<file path="config.mk">
export PLATFORM = sky130hd
export DESIGN_NAME = fla_ctrl
export DESIGN_NICKNAME = d
export VERILOG_FILES = /design/src/hdl/fla_pkg.sv /design/src/hdl/fla_ctrl.sv
export SDC_FILE = /design/constraint.sdc
export NUM_CORES = 1
export LEC_CHECK = 0
export ABC_AREA = 1
export BUFFER_PORTS_ARGS = -buffer_cell sky130_fd_sc_hd__clkbuf_2
export CAP_MARGIN = 15
export CORE_AREA = 2 2 39 41
export CTS_CLUSTER_SIZE = 20
export DETAILED_ROUTE_END_ITERATION = 6
export DIE_AREA = 0 0 41 43
export GPL_TIMING_DRIVEN = 0
export HOLD_SLACK_MARGIN = 0.02
export PLACE_DENSITY = 0.71
export SLEW_MARGIN = 20
export SYNTH_ARGS = -nofsm -noshare
export SYNTH_HDL_FRONTEND = slang
export SYNTH_SLANG_ARGS = --single-unit
</file>
<file path="constraint.sdc">
create_clock -name clk -period 1.7 [get_ports clk]
set_input_delay 0.255 -clock clk [delete_from_list [all_inputs] [get_ports clk]]
set_output_delay 0.255 -clock clk [all_outputs]
set_load 0.01 [all_outputs]
</file>
<file path="src/hdl/fla_pkg.sv">
// Package with shared constants, types and command structs for the free list allocator.
`timescale 1ns / 1ps
package fla_pkg;

  localparam int MaxRegions = 256;
  localparam int IdxBits    = $clog2(MaxRegions);
  localparam int CntBits    = $clog2(MaxRegions + 1);
  localparam int AddrBits   = 32;

  localparam logic [31:0] PageAdd  = 32'h0000_0fff;
  localparam logic [31:0] PageMask = 32'hffff_f000;

  typedef enum logic [1:0] {
    FUNC_ALLOC      = 2'd0,
    FUNC_ALLOC_PAGE = 2'd1,
    FUNC_FREE       = 2'd2,
    FUNC_NONE       = 2'd3
  } func_t;

  typedef enum logic [1:0] {
    ST_OK      = 2'd0,
    ST_NOFIT   = 2'd1,
    ST_DROPPED = 2'd2
  } status_t;

  typedef enum logic [3:0] {
    S_IDLE,
    S_SCAN_RD,
    S_SCAN_CHK,
    S_DECIDE,
    S_SHL_RD,
    S_SHL_WR,
    S_SHR_RD,
    S_SHR_WR,
    S_DONE
  } state_t;

  // Datapath operations selected by the controller.
  typedef enum logic [3:0] {
    OP_NONE,
    OP_LOAD,
    OP_IDX_INC,
    OP_IDX_DEC,
    OP_IDX_CNT,
    OP_READ,
    OP_CAPTURE,
    OP_ALLOC_APPLY,
    OP_ALLOC_FAIL,
    OP_MERGE_PREV,
    OP_MERGE_BOTH,
    OP_MERGE_NEXT,
    OP_INSERT,
    OP_DROP
  } op_t;

  typedef enum logic [1:0] {
    SH_NONE,
    SH_LEFT,
    SH_RIGHT
  } shift_t;

  typedef struct packed {
    op_t    op;
    shift_t shift;
    logic   shift_wr;
    logic   out_load;
  } cmd_t;

  typedef struct packed {
    logic is_alloc;
    logic is_free;
    logic idx_at_end;
    logic idx_le_pos;
    logic fit;
    logic past_addr;
    logic prev_adj;
    logic next_adj;
    logic table_full;
    logic zero_len;
  } stat_t;

endpackage

</file>
<file path="src/hdl/fla_ctrl.sv">
// Controller state machine that sequences scans, merges and table shifts.
`timescale 1ns / 1ps
module fla_ctrl (
  input  logic          clk,
  input  logic          rst,
  input  logic          in_fire,
  input  logic          out_busy,
  input  fla_pkg::stat_t st,
  output logic          idle,
  output fla_pkg::cmd_t cmd
);

  fla_pkg::state_t state, state_next;

  // State register.
  always_ff @(posedge clk) begin
    if (rst) begin
      state <= fla_pkg::S_IDLE;
    end else begin
      state <= state_next;
    end
  end

  // Next state and commands.
  always_comb begin
    state_next   = state;
    cmd.op       = fla_pkg::OP_NONE;
    cmd.shift    = fla_pkg::SH_NONE;
    cmd.shift_wr = 1'b0;
    cmd.out_load = 1'b0;
    idle         = (state == fla_pkg::S_IDLE);
    unique case (state)
      fla_pkg::S_IDLE: begin
        if (in_fire) begin
          cmd.op     = fla_pkg::OP_LOAD;
          state_next = fla_pkg::S_SCAN_RD;
        end
      end
      fla_pkg::S_SCAN_RD: begin
        if (!st.is_alloc && !st.is_free) begin
          state_next = fla_pkg::S_DONE;
        end else if (st.idx_at_end) begin
          if (st.is_alloc) begin
            cmd.op     = fla_pkg::OP_ALLOC_FAIL;
            state_next = fla_pkg::S_DONE;
          end else begin
            cmd.op     = fla_pkg::OP_CAPTURE;
            state_next = fla_pkg::S_DECIDE;
          end
        end else begin
          cmd.op     = fla_pkg::OP_READ;
          state_next = fla_pkg::S_SCAN_CHK;
        end
      end
      fla_pkg::S_SCAN_CHK: begin
        if (st.is_alloc && st.fit) begin
          cmd.op = fla_pkg::OP_ALLOC_APPLY;
          if (st.zero_len) begin
            state_next = fla_pkg::S_SHL_RD;
          end else begin
            state_next = fla_pkg::S_DONE;
          end
        end else if (st.is_free && st.past_addr) begin
          cmd.op     = fla_pkg::OP_CAPTURE;
          state_next = fla_pkg::S_DECIDE;
        end else begin
          cmd.op     = fla_pkg::OP_IDX_INC;
          state_next = fla_pkg::S_SCAN_RD;
        end
      end
      fla_pkg::S_DECIDE: begin
        if (st.prev_adj) begin
          if (st.next_adj) begin
            cmd.op     = fla_pkg::OP_MERGE_BOTH;
            state_next = fla_pkg::S_SHL_RD;
          end else begin
            cmd.op     = fla_pkg::OP_MERGE_PREV;
            state_next = fla_pkg::S_DONE;
          end
        end else if (st.next_adj) begin
          cmd.op     = fla_pkg::OP_MERGE_NEXT;
          state_next = fla_pkg::S_DONE;
        end else if (!st.table_full) begin
          cmd.op     = fla_pkg::OP_IDX_CNT;
          state_next = fla_pkg::S_SHR_RD;
        end else begin
          cmd.op     = fla_pkg::OP_DROP;
          state_next = fla_pkg::S_DONE;
        end
      end
      // Close the gap: entry[idx] <= entry[idx+1] while idx < count.
      fla_pkg::S_SHL_RD: begin
        if (st.idx_at_end) begin
          state_next = fla_pkg::S_DONE;
        end else begin
          cmd.shift  = fla_pkg::SH_LEFT;
          state_next = fla_pkg::S_SHL_WR;
        end
      end
      fla_pkg::S_SHL_WR: begin
        cmd.shift    = fla_pkg::SH_LEFT;
        cmd.shift_wr = 1'b1;
        cmd.op       = fla_pkg::OP_IDX_INC;
        state_next   = fla_pkg::S_SHL_RD;
      end
      // Open a slot: entry[idx] <= entry[idx-1] while idx > pos.
      fla_pkg::S_SHR_RD: begin
        if (st.idx_le_pos) begin
          cmd.op     = fla_pkg::OP_INSERT;
          state_next = fla_pkg::S_DONE;
        end else begin
          cmd.shift  = fla_pkg::SH_RIGHT;
          state_next = fla_pkg::S_SHR_WR;
        end
      end
      fla_pkg::S_SHR_WR: begin
        cmd.shift    = fla_pkg::SH_RIGHT;
        cmd.shift_wr = 1'b1;
        cmd.op       = fla_pkg::OP_IDX_DEC;
        state_next   = fla_pkg::S_SHR_RD;
      end
      fla_pkg::S_DONE: begin
        if (!out_busy) begin
          cmd.out_load = 1'b1;
          state_next   = fla_pkg::S_IDLE;
        end
      end
      default: begin
        state_next = fla_pkg::S_IDLE;
      end
    endcase
  end

endmodule

</file>
## After elaboration in Yosys (flattened, before gate mapping)

Index checks and enable logic that the tools add are counted.

- Equality and inequality tests: 10
- Multiplexer cells: 33
- Reduce and logical (&&, ||, !) cells: 8

Operators by type and width:

| cell | number |
|---|---|
| 4-bit 2-to-1 mux | 20 |
| 4-bit case mux with 9 select lines | 1 |
| 4-bit case mux with 7 select lines | 1 |
| 4-bit by 3-bit == test with 1-bit output (second input constant) | 4 |
| 4-bit by 2-bit == test with 1-bit output (second input constant) | 2 |
| 2-bit case mux with 4 select lines | 1 |
| 2-bit 2-to-1 mux | 3 |
| 3-bit 2-to-1 mux | 2 |
| 1-bit 2-to-1 mux | 5 |
| 4-bit by 1-bit == test with 1-bit output (second input constant) | 1 |
| 4-bit == test (second input constant) | 1 |
| 4-bit zero test | 1 |
| 2-bit inequality test (second input constant) | 2 |
| 1-bit logical AND | 3 |
| 1-bit zero test | 2 |
| 2-bit AND reduction | 1 |
| 2-bit OR reduction | 1 |

- Bits in registers: 4
- Output and inout port bits: 9
- Logic and storage cells: 52

## Longest topological paths before layout

- Depth in word-level cells: 4
- Depth in mapped cells: 8
- Mapped depth without buffers: 8

## Least setup slack after synthesis

No wires, ideal clock.

- Path kind: reg2out
- Start: register state[0]
- End: output cmd[4] (netlist bit)
- Arrival: 1.054 ns
- Path slack: 0.391 ns
- Cell stages (with the launch flop): 7
- Path buffers: 1
- Cells stage by stage: dfxtp_1 buf_2 nor2_1 nand2_1 inv_1 nand2_1 nand3_1

RTL lines:

| what | RTL line | source |
|---|---|---|
| start, declared | fla_ctrl.sv:13 | `fla_pkg::state_t state, state_next;` |
| start signal, assigned | fla_ctrl.sv:18 | `state <= fla_pkg::S_IDLE;` |
| start signal, assigned | fla_ctrl.sv:20 | `state <= state_next;` |
| end, declared | fla_ctrl.sv:10 | `output fla_pkg::cmd_t cmd` |

==> impl_metrics.toml <==
[worst_setup_path]
r2r_start = "state[0]"
crit_path_max_incr_delay_ns = 0.33
cp.required_ns = 1.44
critical_path_class = "flop to output pin"
crit_cells = 6
worst-path-buf-inv = 1
path_delay_family = "simple AND/OR/NAND/NOR gates"
path_max_fanout = 6
setup.worst_path.end_class = "output pin"
r2r-end = "state[0]"
critPathArrivalTime_ns = 1.35
crit_slowest_cell = "dfxtp_1"
cp_cell_sequence = "nor2_4 > nand3_2 > nor2_2 > a31oi_1 > nand3_1 > clkbuf_2"
critPathLaunchType = "flop"
reg2reg_slack_ns = 0.50
reg2regPathDepth = 5

[cts]
htreeDepth = 1
cts_buffers = 3
clock-sinks = 4
clockBufferDepth = 2
clk_pin_slew_ns = 0.03
clk_latency_ns = 0.23
hold_buffers = 0
cts_tree = "yes"
cts_root_buffer = "clkbuf_4"

[routing]
wl_per_cell_um = 9.752
first_pass_iters = 4
ant_nets = 0
vias = 660
finalWirelength_um = 1297
drt-initial-drc-count = 11
drc = 0
drt-vias-per-instance = 4.962

[global_route]
grt_pass1_wl_um = 2056
overflow = 0
antenna_found_initial = 0
grt_use_total = 0.1677
grt_max_degree = 10
first_global_vias = 543

[min_path]
hold_path_class = "primary input to flop"
whs_path_depth = 2
min_from = "rst"
holdPathEnd = "state[1]"

[final_layout]
final_common_cell = "clkbuf_2"
diodes = 0
nFillCells = 144
area.growth.synth_to_final_pct = 35.41
final_util = 0.4910
regMostFlops = "state"
final_area_um2 = 679.4
final_cells = 133
drive_gt1_frac = 0.3675
final_nets = 133
final_cell_mix = "clkbuf_2, nand2_1, nor2_1, inv_1, nand3_1"
reg.largest.list = "state (4)"
largest_register_ffs = 4

[synth]
synth_cells = 91
synth.top_cell.area_share = 0.1596
synth_area_leaders = "dfxtp_1, nand2_1, nor2_1"
syn_nets = 105
ys_seq_elements = 4
synth_cell_types = 19
synth_area_leader_cell = "dfxtp_1"
ys_seq_area_frac = 0.1596
netlist_area_um2 = 501.7
avgSynthCellArea_um2 = 5.514
synth_warnings = 0

[placement]
place_area_um2 = 631.9
detailed_place_hpwl_um = 1073
place_congestion = 0.8674
io_buffers = 22
dp_cells = 129

[timing]
slew_headroom = 0.8083
hold_viol_final = 0
setup_viol_count_final = 0
fin_setup_tns_ns = 0
post-route-min-period_ns = 1.607
grt_setup_unrepaired = "false"
worst_slew_pin_slew_ns = 0.2862
finClkSkew_ns = 0.0003111
post-route-period-util = 0.9455
fmax_mhz = 622.1
drv_slew = 0

[run]
cap_violations = 0

[die]
coreArea_um2 = 1384
die-area_um2 = 1763
die_h_um = 43
rows = 14
start_util = 0.3626
die_w_um = 41
io_pins = 23

[power]
peakVddDrop_mv = 0.3614
power_density_nw_per_um2 = 641.5
power_leakage_uw = 0.0003925
p_total_uw = 435.8

[run_status]
status = "finished, final reports clean"
[what timing repair did]
item / CTS / global route
setup endpoints to repair: 1 / 4
resized for setup: 1 / 7
hold endpoints to repair: 0 / 0
setup buffers: 0 / 1
pin swaps: 0 / 1
[through the flow]
stage	hold WS [ns]	setup WS [ns]
2_1_floorplan	0.3247	0.3907
3_3_place_gp	0.4701	0.2488
3_5_place_dp	0.4681	0.2347
4_1_cts	0.2307	0.003657
5_1_grt	0.2362	0.007778
6_report	0.2219	0.09260
[how the worst max path moves through the flow]
stage	startpoint	end	slack, ns
floorplan	state[0]	cmd[4]	0.39
global placement	state[0]	cmd[4]	0.25
detailed placement	state[0]	cmd[4]	0.23
CTS	state[3]	cmd[4]	0.004
global route	state[2]	cmd[4]	0.008
finish	state[2]	cmd[4]	0.09
[logic make-up after synthesis]
logic type | count (synthesis) | share of synthesized area
simple gates | 62 | 0.6110
buf+inv | 16 | 0.1222
compound gates | 9 | 0.1072
flops | 4 | 0.1596
[cell type report]
type,count,area [um2],share of cell area
buffer,1,7.507,0.01105
tap,16,20.02,0.02947
inverter,15,56.30,0.08287
multi-input combinational,71,372.9,0.5488
timing repair buffer,23,117.6,0.1731
sequential,4,82.58,0.1215
clock buffer,3,22.52,0.03315
[cells in the mapped netlist]
library cell,count
and2_1,2
nor2_4,3
inv_1,12
nand3_1,12
nor2_2,2
nand3_2,1
nand4_1,3
nand2_2,1
nand2_1,19
dfxtp_1,4
o211ai_1,3
nor2_1,17
o21ai_1,2
nor3_2,1
buf_2,1
o21ai_0,3
a31oi_1,1
nand3b_1,1
inv_2,3
[routing by layer]
metal | part of all wire | vias to the layer above | global-route usage
met3 | 0.035 | 2 | 0
met5 | 0 | - | 0
li1 | - | 346 | -
met2 | 0.53 | 19 | 0.2719
met4 | 0.0054 | 0 | 0.08000
met1 | 0.43 | 293 | 0.2186
[report_power, final]
group / switching, uW / internal, uW / total (uW)
clock network: 33.5 / 78.6 / 112
logic: 127 / 80.6 / 208
registers: 10.1 / 105 / 116
(Power assumes the default switching activity.)
